<file path="src/sv/fpt_ram.sv">
module fpt_ram #(
  parameter int WIDTH = 8,
  parameter int DEPTH = 16
) (
  input  logic                     clk,
  input  logic                     we,
  input  logic [$clog2(DEPTH)-1:0] waddr,
  input  logic [WIDTH-1:0]         wdata,
  input  logic [$clog2(DEPTH)-1:0] raddr,
  output logic [WIDTH-1:0]         rdata
);

  logic [WIDTH-1:0] mem [DEPTH];

  always_ff @(posedge clk) begin
    if (we) begin
      mem[waddr] <= wdata;
    end
    rdata <= mem[raddr];
  end

endmodule

</file>
<file path="config.mk">
export PLATFORM = sky130hd
export DESIGN_NAME = fpt_ram
export DESIGN_NICKNAME = d
export VERILOG_FILES = /design/src/sv/fpt_ram.sv
export SDC_FILE = /design/constraint.sdc
export NUM_CORES = 1
export LEC_CHECK = 0
export BUFFER_PORTS_ARGS = -buffer_cell sky130_fd_sc_hd__buf_2
export CAP_MARGIN = 20
export CORE_ASPECT_RATIO = 1.5
export CORE_UTILIZATION = 30
export CTS_BUF_LIST = sky130_fd_sc_hd__clkbuf_8
export CTS_CLUSTER_SIZE = 12
export DETAILED_ROUTE_END_ITERATION = 7
export PLACE_DENSITY = 0.53
export REMOVE_ABC_BUFFERS = 1
export SYNTH_ARGS = -nofsm -noshare
export SYNTH_HDL_FRONTEND = slang
export SYNTH_SLANG_ARGS = --single-unit
</file>
<file path="constraint.sdc">
create_clock -name clk -period 1.8 [get_ports clk]
set_clock_uncertainty 0.1 [all_clocks]
set_input_delay 0.36 -clock clk [delete_from_list [all_inputs] [get_ports clk]]
set_output_delay 0.36 -clock clk [all_outputs]
set_load 0.01 [all_outputs]
</file>
Word-level counts from Yosys, hierarchy flattened
Memories as Yosys holds them, arrays and structs flattened. A register that Yosys moved wholly into a read port is not among the register bits.
Index checks and enable logic that the tools add are counted.
Widths: inputs -> output; s select.
{ "classes": {"mux": 2} }
{ "ops": {"columns": ["operator", "n"], "rows": [
  ["$mux 1", 2]
]} }
{ "totals": {"regBits": 0, "ramBits": 128, "in_bits": 18, "out_inout_bits": 8, "word_cells": 3, "mem_count": 1} }
{ "memory_table": {"columns": ["memory", "depth", "width", "rd", "rd_ports_with_merged_regs", "write_ports", "line", "text"], "rows": [
  ["mem", 16, 8, 1, 1, 1, "13", "logic [WIDTH-1:0] mem [DEPTH];"]
]} }

Longest topological paths before layout
Gate-level depths: netlist (run 1).
{ "depth": {"word_depth": 2, "mapped_depth": 5, "mapped_depth_nobuf": 3} }

Least setup slack after synthesis (run 1)
Ideal clock, no wire load.
{ "synth_timing": {"kind": "input to register", "from": "input waddr[2]", "to": "memory mem[0][0] (enable)", "setup_ns": 0.383, "arrival_ns": 1.470, "required_time_ns": 1.317, "setup_slack_ns": -0.153, "path_stages": 2, "path_buffers": 0, "cell_sequence": "or3b_2 > nor3_1"} }
{ "synth_lines": {"columns": ["item", "line", "text"], "rows": [
  ["from (decl)", "7", "input logic [$clog2(DEPTH)-1:0] waddr,"],
  ["to (decl)", "13", null]
]} }
No word-level cell before the write port.

==> flow_metrics.tcl, run 1 <==
set metrics [dict create \
    yosys.area.top_type "edfxtp_1" \
    crit_path_top_delay_cell "mux4_2" \
    min_period_ps 1430 \
    synth-simple-area-share_pct 3.18 \
    fillers 1555 \
    synth.most_common_cell "edfxtp_1" \
    hold_path_class "in -> reg" \
    async_flop_share_pct 0 \
    grt.overflow.total 0 \
    fin_area_um2 6120 \
    diodes 0 \
    worst_slew_pin_slew_ps 697 \
    area_growth_pct 18.9 \
    synth_compound_area_share_pct 2.33 \
    dp_hpwl_mm 7.12 \
    synthTopCellsByCount "edfxtp_1, mux4_2, a22oi_1" \
    rows 58 \
    hold-path-endpoint "mem[0][3]$_DFFE_PP_" \
    drcViolationCount 0 \
    cts_buffers 17 \
    crit_arrival_ps 1640 \
    root_buffer "clkbuf_8" \
    synth_cells 229 \
    crit_buf_inv 0 \
    yosys_warnings 0 \
    r2r_start "mem[3][4]$_DFFE_PP_" \
    vias_per_cell 4.73 \
    grt_pass1_vias 2629 \
    yosys.cell_types.count 19 \
    r2r_end "rdata[4]$_DFF_P_" \
    synth_area_leaders "edfxtp_1, mux4_2, mux4_1" \
    synth_fa_ha_area_share_pct 0 \
    clkTransAtPathRegs_ps 80 \
    hold_viol 0 \
    io_buffers 25 \
    fin_util_pct 36.5 \
    grt_util_all_layers_pct 12.9 \
    multi_input_area_um2 1060 \
    synth_xor_area_share_pct 0 \
    critPathRequiredTime_ps 2010 \
    syn-mean-instance-area_um2 22.5 \
    crit_family "multiplexers" \
    worstHoldStart "wdata[3]" \
    synth-seq-area-share_pct 77.8 \
    synth_top_family_by_area "multiplexers" \
    postCtsHoldBufs 0 \
    drive_gt1_share_pct 34.9 \
    cp_cell_sequence "mux4_2, a22oi_1, nand2_1" \
    regArea_um2 4000 \
    p_leak_uw 0.00207 \
    cp-start-kind "flop" \
    ant_nets 0 \
    synth_ff_type "edfxtp_1" \
    cts_buffer_depth 2 \
    dieHeight_um 162 \
    ioPinCount 26 \
    place_congestion 0.734 \
    crit_path_max_incr_delay_ps 470 \
    cts_resized 0 \
    max_freq_mhz 699 \
    core_region_area_um2 16800 \
    end_kind "flop" \
    maxSlewViolCount 0 \
    worstRegToRegCells 3 \
    total_power_uw 6450 \
    antenna_found_initial 0 \
    first_iter_violations 196 \
    status "completed" \
    rsz0062_at_grt "false" \
    fp.dieW_um 109 \
    ys_ff_latch 136 \
    power_density_nw_per_um2 1050 \
    h-tree-depth 4 \
    crit_type "reg -> reg" \
    wire_per_inst_um 19.8 \
    post-cts-setup-buffer-count 0 \
    postPlaceCellArea_um2 5710 \
    cts_tree "built" \
    fin_crit_sh_pct 79.5 \
    crit_fanout 1 \
    initial_core_util_pct 30.7 \
    grt_max_degree 33 \
    setup_viol 0 \
    slew-limit-headroom_pct 53.4 \
    synth_top_area_share_pct 74.7 \
    r2r_slack_ps 370 \
    cts_sinks 136 \
    hold_path_depth 1 \
    die-area_um2 17700 \
    dp.cells 485 \
    netlist_area_um2 5150 \
    nets 312 \
    drv_cap 0 \
    grt_first_pass_wirelength_mm 15.7 \
    ir_drop_v 0.000444 \
    drt-pass1-iter-count 4 \
    synth-edff-count 128 \
    synth_mux_area_share_pct 15.0 \
    routed_wl_mm 10.3 \
    vias 2445 \
    stdcell_count 517 \
    clock_latency_ps 430 \
]
-- cells by family after synthesis --
| logic type | after synthesis |
|---|---|
| buf+inv | 10 |
| simple gates | 35 |
| compound gates | 16 |
| flops | 136 |
| mux | 32 |
-- per-stage QoR --
stage               TNS [ps]  worst slack, ps  hold WS [ps]
global placement        -467            -80.9           562
global route               0              281           202
finish                     0              370           208
floorplan              -1220             -153           359
detailed placement      -374            -86.9           563
CTS                        0              317           184
-- how the worst max path moves through the flow --
| stage | depth (start not counted) | startpoint | slack, ps | end |
|---|---|---|---|---|
| floorplan | 2 | waddr[2] | -150 | mem[0][0]$_DFFE_PP_ |
| global placement | 5 | raddr[0] | -80 | rdata[2]$_DFF_P_ |
| detailed placement | 5 | raddr[0] | -90 | rdata[2]$_DFF_P_ |
| CTS | 3 | mem[4][2]$_DFFE_PP_ | 320 | rdata[2]$_DFF_P_ |
| global route | 3 | mem[5][2]$_DFFE_PP_ | 280 | rdata[2]$_DFF_P_ |
| finish | 3 | mem[3][4]$_DFFE_PP_ | 370 | rdata[4]$_DFF_P_ |
-- power breakdown --
group	total [uW]	switching (uW)	leakage [uW]	internal, uW
clock network	2550	1180	0.000202	1370
registers	3560	19.7	0.00122	3540
logic	346	192	0.000642	154
-- flip-flops by register name, summed over array words and instances (netlist names) --
| register | count |
|---|---|
| mem | 128 |
| rdata | 8 |
-- cell usage in the layout (no fill, tap or decap) --
cell / count
a22oi_1: 16
and2_1: 1
and2b_1: 1
buf_12: 2
buf_2: 25
buf_4: 29
bufinv_16: 3
clkbuf_8: 17
clkinv_2: 3
clkinv_4: 6
clkinvlp_4: 3
dfxtp_1: 8
edfxtp_1: 128
mux4_1: 14
mux4_2: 18
nand2_1: 9
nand2b_1: 2
nand3_1: 1
nand3b_1: 2
nor2_1: 13
nor2b_1: 1
nor3_1: 4
or3b_2: 1
-- routing by layer --
layer,vias up,part of all wire [%],global-route usage (%)
li1,1102,-,-
met1,1270,39,15.0
met2,64,54,22.0
met3,9,5.2,3.92
met4,0,1.2,4.79
met5,-,0,0
-- layout make-up --
| type | instances | share of cell area, % |
|---|---|---|
| repair buffers | 56 | 6.26 |
| well taps | 210 | 4.29 |
| multi-input cells | 83 | 17.3 |
| flip-flops and latches | 136 | 65.4 |
| clock inverters | 15 | 2.94 |
| clock buffers | 17 | 3.82 |
(Power assumes the default switching activity.)
==> run 2, diff against run 1 <==
PLACE_DENSITY = 0.52   (was 0.53)
clock period = 1.4 ns   (was 1.8 ns; I/O delays follow)
==> flow_metrics.tcl, run 2 (same netlist as run 1, synthesis figures left out) <==
set metrics [dict create \
    status "completed" \
    cp-start-kind "flop" \
    layout_commonest_cell "edfxtp_1" \
    worst_slew_pin_slew_ps 989 \
    cts_tree "built" \
    grt.overflow.total 0 \
    dpl_worst_slack_ps -407 \
    grt_pass1_vias 2706 \
    cts_buffers 17 \
    final_cell_mix "edfxtp_1, buf_4, mux4_2, buf_2, clkbuf_8" \
    drive_gt1_share_pct 40.3 \
    drcViolationCount 0 \
    ant_nets 0 \
    root_buffer "clkbuf_8" \
    vias_per_cell 4.75 \
    r2r_slack_ps 30 \
    io_buffers 25 \
    fp.dieW_um 109 \
    clock_latency_ps 440 \
    antenna_found_initial 0 \
    crit_arrival_ps 1590 \
    fin_crit_sh_pct 98.1 \
    total_power_uw 8730 \
    ir_drop_v 0.000560 \
    first_iter_violations 111 \
    hold_viol 0 \
    max_freq_mhz 728 \
    r2r_end "rdata[6]$_DFF_P_" \
    hold_path_class "in -> reg" \
    fin_ws_ps 26.2 \
    worstHoldStart "wdata[1]" \
    dp.cells 486 \
    maxSlewViolCount 0 \
    cts_sinks 136 \
    cts_buffer_depth 2 \
    rsz0062_at_grt "true" \
    core_region_area_um2 16800 \
    h-tree-depth 4 \
    end_kind "flop" \
    worstRegToRegCells 3 \
    diodes 0 \
    dieHeight_um 162 \
    largest-register "mem" \
    ioPinCount 26 \
    vias 2462 \
    initial_core_util_pct 30.7 \
    drv_cap 0 \
    place_congestion 0.769 \
    crit_type "reg -> reg" \
    wire_per_inst_um 20.7 \
    hold_ws_ps 133 \
    p_leak_uw 0.00209 \
    nets 313 \
    grt_max_degree 18 \
    clkTransAtPathRegs_ps 80 \
    rows 58 \
    grt_util_all_layers_pct 13.4 \
    hold_path_depth 1 \
    drt-pass1-iter-count 4 \
    routed_wl_mm 10.7 \
    postPlaceCellArea_um2 5760 \
    dp_hpwl_mm 7.37 \
    slew-limit-headroom_pct 33.8 \
    r2r_start "mem[3][6]$_DFFE_PP_" \
    hold-path-endpoint "mem[0][1]$_DFFE_PP_" \
    die-area_um2 17700 \
    area_growth_pct 21.5 \
    postCtsHoldBufs 0 \
    min_period_ps 1370 \
    stdcell_count 518 \
    power_density_nw_per_um2 1400 \
    crit_fanout 1 \
    fin_area_um2 6250 \
    setup_viol 0 \
    critPathRequiredTime_ps 1620 \
    largest_reg_flops 128 \
    grt_first_pass_wirelength_mm 16.5 \
    largest_registers "mem: 128 flops, rdata: 8 flops" \
]
-- run 2: metrics by stage --
| stage | util, % | setup TNS [ps] |
|---|---|---|
| floorplan | - | -12870 |
| global placement | 34.4 | -19530 |
| detailed placement | 34.4 | -20430 |
| CTS | 37.3 | 0 |
| global route | 37.3 | -19.0 |
| finish | 37.3 | 0 |
-- run 2: layout make-up --
cell class	instances	area [um^2]
repair buffers	57	440
flip-flops and latches	136	4000
multi-input cells	83	1090
clock buffers	19	262
clock inverters	13	200
fillers	1526	10500
well taps	210	263
-- run 2: how the worst max path moves through the flow --
stage          cells past startpoint  slack (ps)                   to           startpoint
4_1_cts                            3         0.8     rdata[1]$_DFF_P_  mem[2][1]$_DFFE_PP_
3_3_place_gp                       5        -430     rdata[2]$_DFF_P_             raddr[0]
3_5_place_dp                       5        -410     rdata[2]$_DFF_P_             raddr[0]
2_1_floorplan                      2        -470  mem[0][0]$_DFFE_PP_             waddr[2]
6_report                           3          30     rdata[6]$_DFF_P_  mem[3][6]$_DFFE_PP_
5_1_grt                            3          -9     rdata[6]$_DFF_P_  mem[3][6]$_DFFE_PP_
-- run 2: power by group --
group / total [uW] / internal, uW / switching (uW) / leakage [uW]
registers: 4580 / 4550 / 29.5 / 0.00122
logic: 496 / 228 / 268 / 0.000638
clock network: 3660 / 2200 / 1450 / 0.000231
total: 8730 / 6980 / 1750 / 0.00209
-- run 2: what timing repair did --
action	in CTS	in global routing
setup buffers	0	0
setup endpoints to repair	5	8
resized for setup	7	11
pin swaps	0	3
cloned	0	0
hold endpoints to repair	0	0
-- run 2: worst max-delay path: stages, from the launching register on --
cell,delay (ps)
edfxtp_1,360
mux4_2,480
a22oi_2,220
nand2_1,110
-- run 2: routing by layer --
| layer | GRT usage (%) | part of all wire, % | up-vias |
|---|---|---|---|
| li1 | - | - | 1098 |
| met1 | 16.0 | 42 | 1303 |
| met2 | 22.7 | 53 | 51 |
| met3 | 4.44 | 4.0 | 10 |
| met4 | 4.24 | 1.1 | 0 |
| met5 | 0 | 0 | - |
