$ cat src/sv/fpt_pkg.sv
package fpt_pkg;

  localparam int TABLE_COUNT = 64;
  localparam int ENTRIES     = 512;
  localparam int IDX_W       = 9;
  localparam int TBL_W       = $clog2(TABLE_COUNT);
  localparam int ADDR_W      = TBL_W + IDX_W;
  localparam int DEPTH       = TABLE_COUNT * ENTRIES;
  localparam int NF_W        = TBL_W + 1;
  localparam int ENT_W       = 39;
  localparam int BASE_W      = 36;
  localparam int VA_W        = 48;

  localparam logic [1:0] OP_MAP_4K = 2'd0;
  localparam logic [1:0] OP_MAP_2M = 2'd1;
  localparam logic [1:0] OP_MAP_1G = 2'd2;
  localparam logic [1:0] OP_UNMAP  = 2'd3;

  localparam logic [1:0] ST_DONE    = 2'd0;
  localparam logic [1:0] ST_REFUSED = 2'd1;
  localparam logic [1:0] ST_NO_POOL = 2'd2;

  localparam int ENT_P  = 0;
  localparam int ENT_W_BIT = 1;
  localparam int ENT_PS = 2;
  localparam int ENT_BASE_LSB = 3;

  typedef struct packed {
    logic              we;
    logic [ADDR_W-1:0] waddr;
    logic [ENT_W-1:0]  wdata;
    logic [ADDR_W-1:0] raddr;
  } ram_req_t;

  typedef struct packed {
    logic       valid;
    logic [1:0] status;
  } res_t;

endpackage

$ cat src/sv/fpt_walk.sv
module fpt_walk (
  input  logic                        clk,
  input  logic                        rst,
  input  logic                        in_valid,
  output logic                        in_stall,
  input  logic [1:0]                  opcode,
  input  logic [fpt_pkg::VA_W-1:0]    virt_addr,
  input  logic [fpt_pkg::VA_W-1:0]    phys_addr,
  input  logic                        writable,
  input  logic                        slot_free,
  output fpt_pkg::res_t               res,
  output fpt_pkg::ram_req_t           req,
  input  logic [fpt_pkg::ENT_W-1:0]   rdata
);

  localparam logic [2:0] S_CLEAR = 3'd0;
  localparam logic [2:0] S_IDLE  = 3'd1;
  localparam logic [2:0] S_RD    = 3'd2;
  localparam logic [2:0] S_EV    = 3'd3;
  localparam logic [2:0] S_DONE  = 3'd4;

  logic [2:0] state, state_next;
  logic [fpt_pkg::ADDR_W-1:0] clr, clr_next;
  logic [fpt_pkg::NF_W-1:0] nf, nf_next;
  logic [fpt_pkg::TBL_W-1:0] tbl, tbl_next;
  logic [1:0] lvl, lvl_next;
  logic [1:0] st, st_next;
  logic [1:0] op, op_next;
  logic [fpt_pkg::VA_W-1:0] va, va_next, pa, pa_next;
  logic rw, rw_next;

  logic [fpt_pkg::IDX_W-1:0] idx;
  logic [fpt_pkg::ADDR_W-1:0] slot;
  logic [1:0] leaf_lvl;
  logic [fpt_pkg::BASE_W-1:0] leaf_base;
  logic e_p, e_ps;

  always_comb begin
    case (lvl)
      2'd0:    idx = va[47:39];
      2'd1:    idx = va[38:30];
      2'd2:    idx = va[29:21];
      default: idx = va[20:12];
    endcase
    case (op)
      fpt_pkg::OP_MAP_1G: leaf_lvl = 2'd1;
      fpt_pkg::OP_MAP_2M: leaf_lvl = 2'd2;
      default:            leaf_lvl = 2'd3;
    endcase
    case (op)
      fpt_pkg::OP_MAP_1G: leaf_base = {18'd0, pa[47:30]};
      fpt_pkg::OP_MAP_2M: leaf_base = {9'd0, pa[47:21]};
      default:            leaf_base = pa[47:12];
    endcase
  end

  assign slot = {tbl, idx};
  assign e_p  = rdata[fpt_pkg::ENT_P];
  assign e_ps = rdata[fpt_pkg::ENT_PS];
  assign in_stall = (state != S_IDLE);

  always_comb begin
    state_next = state;
    clr_next   = clr;
    nf_next    = nf;
    tbl_next   = tbl;
    lvl_next   = lvl;
    st_next    = st;
    op_next    = op;
    va_next    = va;
    pa_next    = pa;
    rw_next    = rw;
    req        = '0;
    req.raddr  = slot;
    req.waddr  = slot;
    res.valid  = 1'b0;
    res.status = st;
    unique case (state)
      S_CLEAR: begin
        req.we    = 1'b1;
        req.waddr = clr;
        clr_next  = clr + fpt_pkg::ADDR_W'(1);
        if (&clr) begin
          state_next = S_IDLE;
        end
      end
      S_IDLE: begin
        if (in_valid) begin
          op_next    = opcode;
          va_next    = virt_addr;
          pa_next    = phys_addr;
          rw_next    = writable;
          lvl_next   = 2'd0;
          tbl_next   = '0;
          st_next    = fpt_pkg::ST_DONE;
          state_next = S_RD;
        end
      end
      S_RD: begin
        state_next = S_EV;
      end
      S_EV: begin
        state_next = S_DONE;
        if (op == fpt_pkg::OP_UNMAP) begin
          if (lvl == 2'd3 || (lvl != 2'd0 && e_ps)) begin
            req.we = 1'b1;
          end else if (e_p) begin
            tbl_next   = rdata[fpt_pkg::ENT_BASE_LSB +: fpt_pkg::TBL_W];
            lvl_next   = lvl + 2'd1;
            state_next = S_RD;
          end
        end else if (lvl == leaf_lvl) begin
          if (e_p) begin
            st_next = fpt_pkg::ST_REFUSED;
          end else begin
            req.we    = 1'b1;
            req.wdata = {leaf_base, lvl != 2'd3, rw, 1'b1};
          end
        end else if (lvl != 2'd0 && e_ps) begin
          st_next = fpt_pkg::ST_REFUSED;
        end else if (!e_p) begin
          if (nf >= fpt_pkg::NF_W'(fpt_pkg::TABLE_COUNT)) begin
            st_next = fpt_pkg::ST_NO_POOL;
          end else begin
            req.we     = 1'b1;
            req.wdata  = {{(fpt_pkg::BASE_W - fpt_pkg::TBL_W){1'b0}},
                          nf[fpt_pkg::TBL_W-1:0], 1'b0, rw, 1'b1};
            tbl_next   = nf[fpt_pkg::TBL_W-1:0];
            nf_next    = nf + fpt_pkg::NF_W'(1);
            lvl_next   = lvl + 2'd1;
            state_next = S_RD;
          end
        end else begin
          req.we     = 1'b1;
          req.wdata  = rdata | {{(fpt_pkg::ENT_W - 2){1'b0}}, rw, 1'b0};
          tbl_next   = rdata[fpt_pkg::ENT_BASE_LSB +: fpt_pkg::TBL_W];
          lvl_next   = lvl + 2'd1;
          state_next = S_RD;
        end
      end
      S_DONE: begin
        if (slot_free) begin
          res.valid  = 1'b1;
          state_next = S_IDLE;
        end
      end
      default: begin
        state_next = S_IDLE;
      end
    endcase
  end

  always_ff @(posedge clk) begin
    if (rst) begin
      state <= S_CLEAR;
      clr   <= '0;
      nf    <= fpt_pkg::NF_W'(1);
    end else begin
      state <= state_next;
      clr   <= clr_next;
      nf    <= nf_next;
    end
    tbl <= tbl_next;
    lvl <= lvl_next;
    st  <= st_next;
    op  <= op_next;
    va  <= va_next;
    pa  <= pa_next;
    rw  <= rw_next;
  end

endmodule

$ cat config.mk
export PLATFORM = sky130hd
export DESIGN_NAME = fpt_walk
export DESIGN_NICKNAME = d
export VERILOG_FILES = /design/src/sv/fpt_pkg.sv /design/src/sv/fpt_walk.sv
export SDC_FILE = /design/constraint.sdc
export NUM_CORES = 1
export LEC_CHECK = 0
export BUFFER_PORTS_ARGS = -buffer_cell sky130_fd_sc_hd__buf_2
export CORE_ASPECT_RATIO = 0.5
export CORE_MARGIN = 2
export CORE_UTILIZATION = 49
export CTS_CLUSTER_DIAMETER = 100
export DETAILED_ROUTE_END_ITERATION = 6
export GPL_ROUTABILITY_DRIVEN = 0
export PLACE_DENSITY_LB_ADDON = 0.05
export SYNTH_ARGS = -nofsm -noshare
export SYNTH_HDL_FRONTEND = slang
export SYNTH_SLANG_ARGS = --single-unit
$ cat constraint.sdc
create_clock -name clk -period 3.5 [get_ports clk]
set_clock_uncertainty 0.2 [all_clocks]
set_input_delay 0.7 -clock clk [delete_from_list [all_inputs] [get_ports clk]]
set_output_delay 0.7 -clock clk [all_outputs]
set_load 0.01 [all_outputs]
Word-level counts from Yosys, hierarchy flattened
Index checks and enable logic that the tools add are counted.

storage, ports and cells
  input port bits = 142
  output and inout bits = 74
  flip-flop bits (word level) = 134
  logic and storage cells = 114

operators by class
  magnitude comparators = 1
  muxes and demuxes = 57
  reduce and logical (&&, ||, !) cells = 12
  bitwise operators = 6
  $add $sub $neg = 3
  eq/ne operators = 25

operators with widths
  cell                     number
  $mux W39                 6
  $pmux W36 S2             1
  $mux W6                  8
  $or A39 B2 Y39           1
  $mux W3                  10
  $mux W2                  14
  $pmux W9 S3              1
  $add A15 B1 Y15 const B  1
  $mux W15                 1
  $ne A3 B3 Y1 const B     5
  $pmux W3 S5              1
  $reduce_and A15 Y1       1
  $ne A4 B4 Y1 const B     3
  $pmux W2 S2              3
  $pmux W6 S2              1
  $reduce_and A6 Y1        2
  $ne A2 B2 Y1 const B     5
  $mux W1                  9
  $mux W9                  1
  $eq A2 B2 Y1 const B     4
  $add A7 B1 Y7 const B    1
  $ge A7 B7 Y1 const B     1
  $reduce_and A7 Y1        1
  $eq A3 B2 Y1 const B     2
  other kinds (15)         21

Logic depth before layout (Yosys ltp)
  word-level depth = 7
  gate-level depth with buffers = 8
  gate-level depth less buffers = 6

Worst setup path before layout
No wires, ideal clock.

  kind = in2reg
  start point = input in_valid
  end point = register st[0], enable pin
  path slack = 0.384 ns
  path buffers = 0
  library setup time = 0.300 ns
  stages on the path = 3
  arrival time = 2.616 ns
  data required time = 3.000 ns
  cell sequence = nand3_1 -> inv_1 -> o22a_1

between the ends
  longest elaborated chain between the ends = 2

RTL lines
  what                                line             RTL
  start, declared                     fpt_walk.sv:4    input logic in_valid,
  $ne A2 B2 Y1 (no source line)       -
  $reduce_and A6 Y1 (no source line)  -
  end signal, assigned                fpt_walk.sv:165  st <= st_next;
  end, declared                       fpt_walk.sv:27   logic [1:0] st, st_next;

No other way between the ends.
A chain may end at the register's enable or synchronous reset.

==> results_dict.tcl <==
set metrics [dict create \
    h-tree-depth 3 \
    cpLargestDelayFamily "flip-flops" \
    irDropWorstVdd_uv 221.0 \
    final-hold-violation-count 0 \
    antenna_left 0 \
    routed_wl_um 14080 \
    critPathCaptureType "primary output" \
    syn_area_um2 5525 \
    grt_max_degree 40 \
    synth_cell_types 57 \
    num_vias 4527 \
    r2r_cells 7 \
    r2r-start "lvl[0]" \
    holdCritStartpoint "phys_addr[34]" \
    setup_viol 0 \
    leakagePower_uw 0.002890 \
    synth_ff_type "edfxtp_1" \
    cap_viol_max_count 0 \
    via_per_inst 5.666 \
    core-area_um2 10980 \
    syn_nets 621 \
    path_clk_slew_ns 0.08 \
    initial_core_util_pct 50.32 \
    cts_buffers 9 \
    finalMaxSlewViolations 0 \
    clk_latency_ns 0.35 \
    die_h_um 79.09 \
    grt_use_total_pct 22.84 \
    cts-resized-gates 0 \
    syn_area_per_cell_um2 11.81 \
    area_growth_pct 25.41 \
    required_ns 2.60 \
    wl_per_cell_um 17.62 \
    postPlaceCellArea_um2 6613 \
    clock_path_buffers 2 \
    grt_pass1_wl_um 21780 \
    dp_hpwl_um 10030 \
    r2r-end "nf[3]" \
    grt_overflow 0 \
    finalCritPeriodShare_pct 94.81 \
    startpoint_type "register" \
    port_buffers 191 \
    clkSinkCount 110 \
    dieWidth_um 154.2 \
    cp_slowest_cell "edfxtp_1" \
    drt-pass1-iter-count 5 \
    num-fill-cells 917 \
    nets 801 \
    ys_warn_count 0 \
    relSlewSlack_pct 47.21 \
    drt_iter0_drc 276 \
    status "completed" \
    cts-root-buf "clkbuf_16" \
    path_cells "inv_1 > ha_1 > xor2_1 > nand4_1 > nor2_1 > buf_4 > a22o_1 > buf_2" \
    holdBufCountCts 0 \
    antenna_found_initial 2 \
    post-cts-setup-buffers 0 \
    syn_inst 468 \
    tns_ns 0 \
    hold_depth 1 \
    synth-seq-cells 110 \
    layout_min_cycle_time_ns 3.319 \
    core.rowCount 27 \
    ff2ff_setup_slack_ns 0.99 \
    power.density_nw_per_um2 370.9 \
    die-area_um2 12190 \
    hold_path_class "in -> reg" \
    hold_end "pa[34]" \
    most-common-layout-cells "buf_2, edfxtp_1, a21oi_1" \
    postLayoutCellArea_um2 6929 \
    drive_gt1_share_pct 38.13 \
    yosysSeqAreaShare_pct 55.25 \
    final_common_cell "buf_2" \
    fmax_mhz 301.3 \
    worst_pin_slew_ns 0.7918 \
    drc_errors 0 \
    io_pins 216 \
    cp.buffers_inverters 3 \
    worstPathArrival_ns 2.42 \
    grt_pass1_vias 4402 \
    worst-setup-path-type "reg -> out" \
    synth-async-reset-ratio_pct 0 \
    fin_hold_ws_ns 0.3174 \
    critPathMaxFanout 9 \
    cts_tree "done" \
    synth_edf_count 85 \
    critPathMaxStageDelay_ns 0.45 \
    rsz0062_at_grt "false" \
]
-- logic make-up (layout without fill, tap and decap cells) --
family | Yosys count | count (layout) | synth area share (%)
adder cells (fa/ha/maj) | 11 | 11 | 2.491
flip-flops | 110 | 110 | 55.25
AND/OR/NAND/NOR | 111 | 111 | 11.84
buffers and inverters | 60 | 245 | 4.665
multiplexers | 28 | 28 | 5.616
XOR/XNOR | 14 | 14 | 2.219
other | 0 | 1 | 0
AO/OA/AOI/OAI | 134 | 134 | 17.91
-- cell usage after synthesis (2+ instances only) --
cell / number / area [um2]
and3b_1: 2 / 17.52
a21oi_1: 29 / 145.1
dfxtp_1: 25 / 500.5
o22ai_1: 6 / 37.54
clkbuf_1: 22 / 82.58
o2bb2ai_1: 22 / 192.7
nand2_1: 19 / 71.32
nor2_1: 22 / 82.58
or3_1: 3 / 18.77
nor3b_1: 2 / 15.01
xnor2_1: 9 / 78.83
o21ai_0: 26 / 130.1
nand3_1: 10 / 50.05
o31ai_1: 3 / 22.52
xor2_1: 5 / 43.79
a22o_1: 9 / 78.83
a222oi_1: 9 / 90.09
ha_1: 11 / 137.6
and3_1: 16 / 100.1
nor4_1: 3 / 18.77
a221o_1: 18 / 180.2
nor2b_1: 4 / 25.02
mux2_4: 2 / 30.03
nand4_1: 5 / 31.28
mux2i_1: 10 / 100.1
buf_1: 3 / 11.26
or4_1: 4 / 30.03
a31oi_1: 3 / 18.77
nand3b_1: 2 / 15.01
inv_1: 24 / 90.09
buf_6: 3 / 33.78
buf_2: 8 / 40.04
mux2_2: 15 / 168.9
edfxtp_1: 85 / 2552
nor3_1: 7 / 35.03
-- state kept, by name, summed over array words and instances, names as in the netlist --
| signal | cells |
|---|---|
| pa | 36 |
| clr | 15 |
| lvl | 2 |
| va | 36 |
| nf | 7 |
| state | 3 |
| rw | 1 |
| st | 2 |
| op | 2 |
| tbl | 6 |
-- area by class of cell --
class                           instances  area [um2]  area share [%]
Antenna cell                            1       2.502         0.03611
Clock buffer                           10       229.0           3.304
Clock inverter                          6       77.57           1.120
Inverter                               24       90.09           1.300
Multi-Input combinational cell        298        2218           32.02
Sequential cell                       110        3053           44.06
Tap cell                              145       181.4           2.618
Timing Repair Buffer                  205        1077           15.55
-- stage by stage --
stage	util (%)	instances	setup slack, ns	power [uW]
floorplan	-	468	0.3841	1468
global placement	60.23	782	0.4857	1547
detailed placement	60.23	782	0.4760	1547
CTS	63.02	798	0.09685	2595
global route	63.11	799	0.04661	2654
finish	63.11	799	0.1815	2570
-- report_power, final --
part	total, uW	internal, uW	switching, uW	leakage (uW)
Combinational	109	59.4	49.2	0.00177
Clock	1050	568	484	0.000147
Sequential	1410	1400	5.49	0.000972
Total	2570	2030	539	0.00289
-- how the worst max path moves through the flow --
stage                        start       to  slack [ns]  depth (start not counted)
after floorplan           in_valid    st[0]        0.38                          3
after global placement    rdata[2]  req[37]        0.49                          7
after detailed placement     op[0]  req[37]        0.48                          7
after CTS                    op[0]  req[37]         0.1                          7
after global routing         op[0]  req[51]        0.05                          8
final                        op[0]  req[51]        0.18                          8
-- layer usage --
metal	GRT usage (%)	share of wire (%)	vias up	wire, um
li1	-	-	2179	-
met1	29.61	44	2153	6125
met2	37.04	47	180	6625
met3	7.751	8.3	13	1165
met4	6.168	1.1	2	150
met5	0	0.078	-	11
No activity file was read; power rests on OpenSTA's default activity.
